## src/rtl/ptt_pkg.sv

```systemverilog
`timescale 1ns / 1ps
package ptt_pkg;

	localparam int TABLE_ENTRIES_DEF = 16;
	localparam int ID_BITS_DEF       = 32;
	localparam int TIMER_BITS_DEF    = 16;

	localparam logic [1:0] OP_REGISTER = 2'd0;
	localparam logic [1:0] OP_RELEASE  = 2'd1;
	localparam logic [1:0] OP_TICK     = 2'd2;

	localparam logic [2:0] ST_ACCEPTED  = 3'd0;
	localparam logic [2:0] ST_FULL      = 3'd1;
	localparam logic [2:0] ST_RELEASED  = 3'd2;
	localparam logic [2:0] ST_NOT_FOUND = 3'd3;
	localparam logic [2:0] ST_TIMED_OUT = 3'd4;

	typedef struct packed {
		logic [1:0]  opcode;
		logic [31:0] request_id;
		logic [15:0] timeout_ticks;
		logic [31:0] response_data;
	} req_t;

	typedef struct packed {
		logic [2:0]  status;
		logic [31:0] result_id;
		logic [31:0] result_data;
		logic        last;
	} rsp_t;

	typedef enum logic [1:0] {
		S_IDLE,
		S_EXEC,
		S_SCAN
	} state_t;

	// controller to datapath
	typedef struct packed {
		logic capture;
		logic execute;
		logic emit;
	} cmd_t;

	// datapath to controller
	typedef struct packed {
		logic tick_expiry;
		logic scan_last;
	} sts_t;

endpackage

```

## src/rtl/ptt_ctrl.sv

```systemverilog
`timescale 1ns / 1ps
module ptt_ctrl (
	input  logic          clk,
	input  logic          arst_n,
	input  logic          start,
	input  ptt_pkg::sts_t sts,
	output ptt_pkg::cmd_t cmd,
	output logic          busy
);

	ptt_pkg::state_t state_q, state_d;

	always_ff @(posedge clk or negedge arst_n) begin
		if (!arst_n) begin
			state_q <= ptt_pkg::S_IDLE;
		end else begin
			state_q <= state_d;
		end
	end

	always_comb begin
		state_d     = state_q;
		cmd         = '0;
		busy        = 1'b1;
		case (state_q)
			ptt_pkg::S_IDLE: begin
				busy = 1'b0;
				if (start) begin
					cmd.capture = 1'b1;
					state_d     = ptt_pkg::S_EXEC;
				end
			end
			ptt_pkg::S_EXEC: begin
				cmd.execute = 1'b1;
				state_d     = sts.tick_expiry ? ptt_pkg::S_SCAN : ptt_pkg::S_IDLE;
			end
			ptt_pkg::S_SCAN: begin
				cmd.emit = 1'b1;
				if (sts.scan_last) begin
					state_d = ptt_pkg::S_IDLE;
				end
			end
			default: begin
				state_d = ptt_pkg::S_IDLE;
			end
		endcase
	end

endmodule

```

## src/rtl/ptt_dp.sv

```systemverilog
`timescale 1ns / 1ps
module ptt_dp #(
	parameter int TABLE_ENTRIES = ptt_pkg::TABLE_ENTRIES_DEF,
	parameter int ID_BITS       = ptt_pkg::ID_BITS_DEF,
	parameter int TIMER_BITS    = ptt_pkg::TIMER_BITS_DEF
) (
	input  logic          clk,
	input  logic          arst_n,
	input  ptt_pkg::req_t req,
	input  ptt_pkg::cmd_t cmd,
	output ptt_pkg::sts_t sts,
	output ptt_pkg::rsp_t result,
	output logic          result_valid
);

	localparam int IXW = (TABLE_ENTRIES > 1) ? $clog2(TABLE_ENTRIES) : 1;
	localparam logic [31:0] TMAX = 32'((64'd1 << TIMER_BITS) - 64'd1);

	ptt_pkg::req_t          in_q;
	logic [TABLE_ENTRIES-1:0] valid_q;
	logic [TABLE_ENTRIES-1:0] pend_q;
	logic [ID_BITS-1:0]     id_q  [TABLE_ENTRIES];
	logic [TIMER_BITS-1:0]  cnt_q [TABLE_ENTRIES];
	ptt_pkg::rsp_t          out_q;
	logic                   out_valid_q;

	logic [ID_BITS-1:0]       id_in;
	logic [31:0]              tmo_w;
	logic [TIMER_BITS-1:0]    cnt_new;
	logic                     free_any, match_any;
	logic [IXW-1:0]           free_idx, match_idx, scan_idx;
	logic [TABLE_ENTRIES-1:0] exp_mask;
	logic                     pend_single;

	assign id_in = ID_BITS'(in_q.request_id);

	always_comb begin
		tmo_w = (in_q.timeout_ticks == '0) ? 32'd1 : 32'(in_q.timeout_ticks);
		if (tmo_w > TMAX) begin
			tmo_w = TMAX;
		end
		cnt_new = TIMER_BITS'(tmo_w);
	end

	// lowest free slot, lowest matching slot, lowest pending expiry
	always_comb begin
		free_any  = 1'b0;
		match_any = 1'b0;
		free_idx  = '0;
		match_idx = '0;
		scan_idx  = '0;
		for (int i = TABLE_ENTRIES - 1; i >= 0; i--) begin
			if (!valid_q[i]) begin
				free_any = 1'b1;
				free_idx = IXW'(i);
			end
			if (valid_q[i] && (id_q[i] == id_in)) begin
				match_any = 1'b1;
				match_idx = IXW'(i);
			end
			if (pend_q[i]) begin
				scan_idx = IXW'(i);
			end
		end
	end

	always_comb begin
		for (int i = 0; i < TABLE_ENTRIES; i++) begin
			exp_mask[i] = valid_q[i] && (cnt_q[i] <= TIMER_BITS'(1));
		end
	end

	assign pend_single     = ((pend_q & (pend_q - TABLE_ENTRIES'(1))) == '0);
	assign sts.tick_expiry = (in_q.opcode == ptt_pkg::OP_TICK) && (|exp_mask);
	assign sts.scan_last   = pend_single;

	always_ff @(posedge clk or negedge arst_n) begin
		if (!arst_n) begin
			valid_q     <= '0;
			pend_q      <= '0;
			out_valid_q <= 1'b0;
		end else begin
			out_valid_q <= cmd.emit || (cmd.execute &&
				(in_q.opcode inside {ptt_pkg::OP_REGISTER, ptt_pkg::OP_RELEASE}));
			if (cmd.execute) begin
				case (in_q.opcode)
					ptt_pkg::OP_REGISTER: begin
						if (free_any) begin
							valid_q[free_idx] <= 1'b1;
						end
					end
					ptt_pkg::OP_RELEASE: begin
						if (match_any) begin
							valid_q[match_idx] <= 1'b0;
						end
					end
					ptt_pkg::OP_TICK: begin
						valid_q <= valid_q & ~exp_mask;
						pend_q  <= exp_mask;
					end
					default: begin
					end
				endcase
			end
			if (cmd.emit) begin
				pend_q[scan_idx] <= 1'b0;
			end
		end
	end

	always_ff @(posedge clk) begin
		if (cmd.capture) begin
			in_q <= req;
		end
		if (cmd.execute) begin
			case (in_q.opcode)
				ptt_pkg::OP_REGISTER: begin
					out_q.result_id   <= 32'(id_in);
					out_q.result_data <= '0;
					out_q.last        <= 1'b1;
					if (free_any) begin
						id_q[free_idx]  <= id_in;
						cnt_q[free_idx] <= cnt_new;
						out_q.status    <= ptt_pkg::ST_ACCEPTED;
					end else begin
						out_q.status <= ptt_pkg::ST_FULL;
					end
				end
				ptt_pkg::OP_RELEASE: begin
					out_q.result_id <= 32'(id_in);
					out_q.last      <= 1'b1;
					if (match_any) begin
						out_q.status      <= ptt_pkg::ST_RELEASED;
						out_q.result_data <= in_q.response_data;
					end else begin
						out_q.status      <= ptt_pkg::ST_NOT_FOUND;
						out_q.result_data <= '0;
					end
				end
				ptt_pkg::OP_TICK: begin
					for (int i = 0; i < TABLE_ENTRIES; i++) begin
						if (valid_q[i] && (cnt_q[i] != '0)) begin
							cnt_q[i] <= cnt_q[i] - TIMER_BITS'(1);
						end
					end
				end
				default: begin
				end
			endcase
		end
		if (cmd.emit) begin
			out_q.status      <= ptt_pkg::ST_TIMED_OUT;
			out_q.result_id   <= 32'(id_q[scan_idx]);
			out_q.result_data <= '0;
			out_q.last        <= pend_single;
		end
	end

	assign result       = out_q;
	assign result_valid = out_valid_q;

endmodule

```

## src/rtl/pending_request_timeout_table.sv

```systemverilog
`timescale 1ns / 1ps
// Register and release: the word is captured and executed against the table, then its result
// word strobes; busy only during execution, so the next word can be taken as that result strobes.
// Tick: with k expired slots, k result words follow on consecutive cycles in the expiry scan;
// busy through execution and the scan, so no new word is taken until the last expiry word strobes.
// Expiries leave one per cycle through the single result register in the expiry scan.
// arst_n empties the table at once (valid and pending bits only); results cannot be stalled.
module pending_request_timeout_table #(
	parameter int TABLE_ENTRIES = ptt_pkg::TABLE_ENTRIES_DEF,
	parameter int ID_BITS       = ptt_pkg::ID_BITS_DEF,
	parameter int TIMER_BITS    = ptt_pkg::TIMER_BITS_DEF
) (
	input  logic          clk,
	input  logic          arst_n,
	input  logic          start,
	output logic          busy,
	input  ptt_pkg::req_t req,
	output ptt_pkg::rsp_t result,
	output logic          result_valid
);

	ptt_pkg::cmd_t cmd;
	ptt_pkg::sts_t sts;

	// Sequencer: capture the word, execute it against the table, then drain any expiries a tick finds.
	ptt_ctrl u_ctrl (
		.clk    (clk),
		.arst_n (arst_n),
		.start  (start),
		.sts    (sts),
		.cmd    (cmd),
		.busy   (busy)
	);

	// Table of slots with parallel id compare, free-slot search and countdowns.
	ptt_dp #(
		.TABLE_ENTRIES (TABLE_ENTRIES),
		.ID_BITS       (ID_BITS),
		.TIMER_BITS    (TIMER_BITS)
	) u_dp (
		.clk          (clk),
		.arst_n       (arst_n),
		.req          (req),
		.cmd          (cmd),
		.sts          (sts),
		.result       (result),
		.result_valid (result_valid)
	);

	// An accepted word always makes the block busy on the next cycle.
	assert property (@(posedge clk) disable iff (!arst_n)
		(start && !busy) |=> busy)
		else $error("accepted word did not raise busy");

	// Every result word is produced by work done while busy.
	assert property (@(posedge clk) disable iff (!arst_n)
		result_valid |-> $past(busy))
		else $error("result word without preceding work");

	// Expiry words come back to back until the one flagged last.
	assert property (@(posedge clk) disable iff (!arst_n)
		(result_valid && !result.last) |=> result_valid)
		else $error("gap in expiry burst");

	// Only expiry bursts carry words that are not last.
	assert property (@(posedge clk) disable iff (!arst_n)
		(result_valid && (result.status != ptt_pkg::ST_TIMED_OUT)) |-> result.last)
		else $error("single result word not flagged last");

endmodule

```

## config.mk

```make
export PLATFORM = sky130hd
export DESIGN_NAME = pending_request_timeout_table
export DESIGN_NICKNAME = d
export VERILOG_FILES = /design/src/rtl/ptt_pkg.sv /design/src/rtl/ptt_ctrl.sv /design/src/rtl/ptt_dp.sv /design/src/rtl/pending_request_timeout_table.sv
export SDC_FILE = /design/constraint.sdc
export NUM_CORES = 2
export LEC_CHECK = 0
export BUFFER_PORTS_ARGS = -buffer_cell sky130_fd_sc_hd__buf_4
export CORE_AREA = 4 4 363 258
export DETAILED_ROUTE_END_ITERATION = 8
export DIE_AREA = 0 0 367 262
export GPL_TIMING_DRIVEN = 0
export PLACE_DENSITY = 0.68
export SLEW_MARGIN = 20
export SYNTH_ARGS = -nofsm -noshare
export SYNTH_HDL_FRONTEND = slang
export SYNTH_SLANG_ARGS = --single-unit
```

## constraint.sdc

```tcl
create_clock -name clk -period 9.2 [get_ports clk]
set_input_delay 0.46 -clock clk [delete_from_list [all_inputs] [get_ports clk]]
set_output_delay 0.46 -clock clk [all_outputs]
set_load 0.1 [all_outputs]
```

* After elaboration in Yosys (flattened, before gate mapping) *
Memory sizes are Yosys's and may differ from the RTL's.
Index checks and enable logic that the tools add are counted.

cells by class
  reductions and logical operators = 84
  eq/ne operators = 24
  bitwise logic cells = 8
  order comparisons = 23
  muxes and demuxes = 180
  add/sub/neg operators = 17

operators with widths
  cell                   number
  $eq 32x32->1           16
  $sub 16x1->16 const B  17
  $le 16x1->1 const B    16
  $reduce_bool 16->1     16
  $mux 4                 49
  $pmux 68 s2            1
  $mux 65                2
  $mux 16                8
  $mux 1                 111
  $and 16x16->16         4
  $logic_and 1x1->1      53
  $not 16->16            3
  $pmux 16 s3            1
  $gt 32x16->1 const B   1
  $logic_not 16->1       2
  $mux 32                1
  $reduce_or 16->1       2
  $or 16x16->16          1
  $lt 4x5->1 const B     3
  $demux 1 s4            3
  $ge 4x1->1 const B     3
  $mux 2                 3
  $ne 2x1->1 const B     3
  $pmux 2 s3             1
  9 further kinds        16

storage, ports and cells
  memories = 2
  input port bits = 85
  RAM bits = 768
  register bits after elaboration = 185

memories
  name        words  bits a word  rd ports  clocked after Yosys merged registers in  write ports  line          text
  u_dp.id_q   16     32           17        0                                        1            ptt_dp.sv:22  logic [ID_BITS-1:0] id_q [TABLE_ENTRIES];
  u_dp.cnt_q  16     16           16        0                                        16           ptt_dp.sv:23  logic [TIMER_BITS-1:0] cnt_q [TABLE_ENTRIES];

* Longest topological paths before layout *
An unclocked memory read counts as a cell.

  depth after elaboration = 27
  depth in mapped cells = 12
  mapped depth without buffers = 10

* Cells and area by module *
Synthesis repeated with hierarchy kept, for this count alone.

second synthesis, totals
  cells, all modules = 4598
  area total of the unflattened synthesis = 50674.9 um^2

by module, submodules not included
  module    area each (um^2)  cells an instance  instances
  ptt_dp    50582.3           4588               1
  ptt_ctrl  92.6              10                 1

* Worst setup path after synthesis *
No wires, ideal clock.

  path type = register to register
  start point = register u_ctrl.state_q[0]
  end point = register u_dp.in_q, in the netlist u_dp.id_in[0], enable pin
  library setup time = 0.525 ns
  arrival = 4.602 ns
  cell stages (with the launch flop) = 5
  setup slack = 4.074 ns
  clock period less this slack = 5.126 ns
  path through = dfrtp_1 -> inv_1 -> ha_1 -> inv_1 -> nor2_1

RTL lines
  item                    line            text
  start, declared         ptt_ctrl.sv:11  ptt_pkg::state_t state_q, state_d;
  start signal, assigned  ptt_ctrl.sv:15  state_q <= ptt_pkg::S_IDLE;
  start signal, assigned  ptt_ctrl.sv:17  state_q <= state_d;
  end signal, assigned    ptt_dp.sv:113   in_q <= req;
  end, declared           ptt_dp.sv:19    ptt_pkg::req_t in_q;

* Worst setup path in the final report *
  start point = register u_dp.in_q, in the netlist u_dp.id_in[13]
  end point = register u_dp.valid_q[11]

on the way
  cells in the longest elaborated chain, start to end = 26
  elaborated cells on any way between the ends = 75
  classes of those cells = 2 x order compare; 17 x eq/ne; 36 x mux; 2 x bitwise; 18 x reduce/logical

ends and longest elaborated chain
  item                                                            line          text
  $eq 32x32->1                                                    ptt_dp.sv:57  if (valid_q[i] && (id_q[i] == id_in)) begin
  $logic_and 1x1->1                                               ptt_dp.sv:57
  $mux 4 (16 in series)                                           ptt_dp.sv:57
  $lt 4x5->1 (not written as such) or $ge 4x1->1 (tied branches)  ptt_dp.sv:94  valid_q[match_idx] <= 1'b0;
  $logic_and 1x1->1 (not written as such)                         ptt_dp.sv:94
  $mux 1 (not written as such)                                    ptt_dp.sv:94
  $demux 1 s4                                                     -
  $not 16->16 (no source line)                                    -
  $and 16x16->16 (no source line)                                 -
  $mux 16                                                         ptt_dp.sv:93  if (match_any) begin
  $pmux 16 s3                                                     ptt_dp.sv:86  case (in_q.opcode)
  end signal, assigned                                            ptt_dp.sv:98  valid_q <= valid_q & ~exp_mask;
  end, declared                                                   ptt_dp.sv:20  logic [TABLE_ENTRIES-1:0] valid_q;

Parallel ways exist; a longest one is shown, timed or not. The select of a mux whose other input is x is not followed.
A chain may end at the register's enable or synchronous reset.

==> results.yml <==
timing:
  setup_tns_ps: 0
  maxSlewViolCount: 0
  tightest_slew_ps: 1430
  period_share_pct: 65.4
  rsz0062_at_grt: "no"
  min_period_ps: 6010
  holdWs_ps: 270
  setup_slack_ps: 3190
  skew_ps: 26.1
  max_freq_mhz: 166
  slew_headroom_pct: 3.85
  setup_viol: 0
  finalHoldViolations: 0
floorplan:
  io_pins: 155
  initial_core_util_pct: 54.9
  placementRows: 92
  coreArea_um2: 89800
  design.die.area_um2: 96200
  die_w_um: 367
  dieHeight_um: 262
power_and_ir_drop:
  p_seq_share_pct: 38.5
  switching_share_pct: 38.7
  leakage_nw: 19.3
  p_switching_mw: 5.44
  powerDensity_nw_per_um2: 246
  peakVddDrop_v: 0.000165
  p_comb_share_pct: 32.6
  p_int_mw: 8.63
  p_clk_share_pct: 29.0
clock_network:
  clk_latency_ps: 740
  cts_buffer_depth: 3
  cts-htree-levels: 3
  cts_tree: "yes"
  cts.sinks: 953
  cts.clk_slew.worst_paths_ps: 70
  numCtsBuffers: 93
  cts_root_buf: "clkbuf_16"
  post_cts_buffers: 0
finish:
  final_cell_mix: "883 x edfxtp_1, 397 x xor2_1, 375 x nor2_1"
  register_area_um2: 28100
  nets: 4703
  drive_above_1_share_pct: 13.5
  final_area_um2: 57100
  final_common_cell: "edfxtp_1"
  nFillCells: 6966
  multiInputGateArea_um2: 19800
  area_growth_pct: 15.8
  post-route-util_pct: 63.6
synthesis:
  avgSynthCellArea_um2: 11.8
  netlist_instances: 4193
  yosysTopAreaCell: "edfxtp_1"
  synth.area.top_cells: "edfxtp_1 54%, xor2_1 7.1%, xnor2_1 5.4%"
  syn_area_um2: 49300
  yosysTopAreaCellShare_pct: 53.8
  ys_types: 89
  yosys_register_bits: 953
  synth_top_flop_cell: "edfxtp_1"
  ys_seq_area_share_pct: 57.0
  async_reset_ff_share_pct: 3.67
  ys_warn_count: 0
  synth_edf_count: 883
  synth_nets: 4326
worst_setup_path:
  path_buf_inv: 1
  slowest_stage: "nor4_1"
  cp.depth: 10
  cp-end-kind: "flip-flop"
  path_cells: "buf_4 -> xor2_1 -> nor4_1 -> nand4_1 -> or4_4 -> nand4_2 -> nor4_4 -> a2111oi_0 -> o22ai_1 -> a31oi_1"
  cp-start-kind: "flip-flop"
  arrival_ps: 6660
  crit_path_max_incr_delay_ps: 1310
  crit_type: "flip-flop to flip-flop"
  cp_top_family: "simple AND/OR/NAND/NOR gates"
  worstRegToRegCells: 10
  cp_data_required_time_ps: 9850
  crit_fanout: 17
global_route:
  grtUsageMet3_pct: 28.3
  grtUsageMet1_pct: 60.6
  grt_use_total_pct: 43.5
  use_met2_pct: 53.5
  grt_max_degree: 36
  grt_pass1_vias: 36200
  grt_pass1_wl_mm: 289
  grt-busiest-layer: "met1"
  antenna_found_initial: 26
  grt-ovfl-total: 0
drt:
  drt-initial-drc-count: 7967
  postRouteAntennaNets: 0
  vias: 40300
  drt-total-wl_mm: 215
  drt-pass1-iter-count: 7
  routed_via_density: 6.90
  wl_per_cell_um: 36.8
  drc: 0
place:
  place.port_buffers: 154
  dp_hpwl_mm: 160
  pre_cts_ws_ps: 3990
  gp_congestion: 1.13
  placed_area_um2: 53100
hold_path:
  hp-class: "input port to async pin"
outcome:
  status: "finished, final reports clean"
job:
  cap_violations: 0
-- routing by layer --
| layer | wire length (µm) | vias to the layer above |
|---|---|---|
| li1 | - | 16300 |
| met1 | 85300 | 19900 |
| met2 | 77900 | 3524 |
| met3 | 42300 | 563 |
| met4 | 8330 | 48 |
| met5 | 1440 | - |
-- through the flow --
step                      instances  total power, mW
after floorplan                4193             7.79
after global placement         5522             9.61
after detailed placement       5566             9.66
after CTS                      5822             13.7
after global routing           5831             14.2
final                          5841             14.1
-- worst register-to-register path, delay by kind of cell (launching register included) --
| family | cells | cell delay, ps |
|---|---|---|
| AO/OA/AOI/OAI | 3 | 1490 |
| AND/OR/NAND/NOR | 5 | 2850 |
| buffers and inverters | 1 | 350 |
| XOR/XNOR | 1 | 440 |
| flip-flops | 1 | 810 |
-- what timing repair did --
| item | 4_1_cts | 5_1_grt |
|---|---|---|
| gates resized for setup | 0 | 0 |
| hold endpoints to repair | 117 | 0 |
| hold buffers | 83 | 0 |
-- registers in the layout (all words and copies together) (netlist names) --
name	flops
u_dp.in_q	50
u_dp.valid_q	16
u_ctrl.state_q	2
u_dp.result	68
u_dp.id_q	512
u_dp.cnt_q	256
u_dp.id_in	32
u_dp.pend_q	16
u_dp.result_valid	1
-- Yosys cell counts (7+ instances only) --
| library cell | instances |
|---|---|
| o41ai_1 | 37 |
| or2_2 | 22 |
| dfrtp_1 | 35 |
| a2111oi_0 | 9 |
| a22oi_1 | 39 |
| or3_1 | 21 |
| nand2_1 | 254 |
| a222oi_1 | 13 |
| o31a_1 | 10 |
| nand2b_1 | 23 |
| and3_1 | 12 |
| nand3_1 | 119 |
| inv_1 | 69 |
| xnor2_1 | 306 |
| or4_1 | 30 |
| a31oi_1 | 29 |
| edfxtp_1 | 883 |
| nor2_1 | 393 |
| buf_6 | 25 |
| o22ai_1 | 14 |
| ha_1 | 48 |
| a211oi_1 | 12 |
| clkbuf_1 | 150 |
| xor2_1 | 397 |
| nand4_1 | 72 |
| buf_4 | 38 |
| dfxtp_1 | 35 |
| a22o_1 | 34 |
| mux2_2 | 117 |
| and2_1 | 8 |
| nor4_1 | 134 |
| a21oi_1 | 326 |
| and4b_1 | 7 |
| o211ai_1 | 14 |
| mux2i_1 | 81 |
| nor2b_1 | 14 |
| buf_1 | 27 |
| o2111ai_1 | 14 |
| nor3_1 | 112 |
| o21ai_0 | 79 |
| buf_2 | 17 |
| a221oi_1 | 19 |
-- logic make-up after synthesis --
logic type	share of synthesized area [%]
buf+inv	3.27
flops	57.0
mux	4.32
fa+ha+maj	1.24
xor+xnor	12.5
simple gates	12.5
compound gates	9.13
-- final timing paths --
kind                           startpoint  slack [ps]                end
min                                arst_n         270    u_dp.valid_q[8]
max reg2reg                u_dp.id_in[13]        3190   u_dp.valid_q[11]
max                        u_dp.id_in[13]        3190   u_dp.valid_q[11]
max in group asynchronous          arst_n        8540    u_dp.pend_q[12]
min reg2reg                  u_dp.in_q[0]         440     u_dp.result[1]
min in group clk                    start         270  u_ctrl.state_q[0]
-- power by group through the flow --
stage          registers (mW)  clock network, mW  logic, mW
6_report                 5.41               4.08       4.58
2_1_floorplan            5.68                  0       2.11
5_1_grt                  5.43               4.24       4.52
3_3_place_gp             5.51                  0       4.10
4_1_cts                  5.39               4.07       4.23
3_5_place_dp             5.48                  0       4.18
-- final cells by class --
class | count | share of cell area (%)
antenna | 18 | 0.0789
clock inverter | 49 | 1.01
inverter | 70 | 0.460
multi-input combinational | 2911 | 34.7
clock buffer | 124 | 4.46
tap | 1175 | 2.58
timing repair buffer | 282 | 5.15
buffer | 259 | 2.40
sequential | 953 | 49.2
Note: power is estimated with default switching activity, not from simulation.
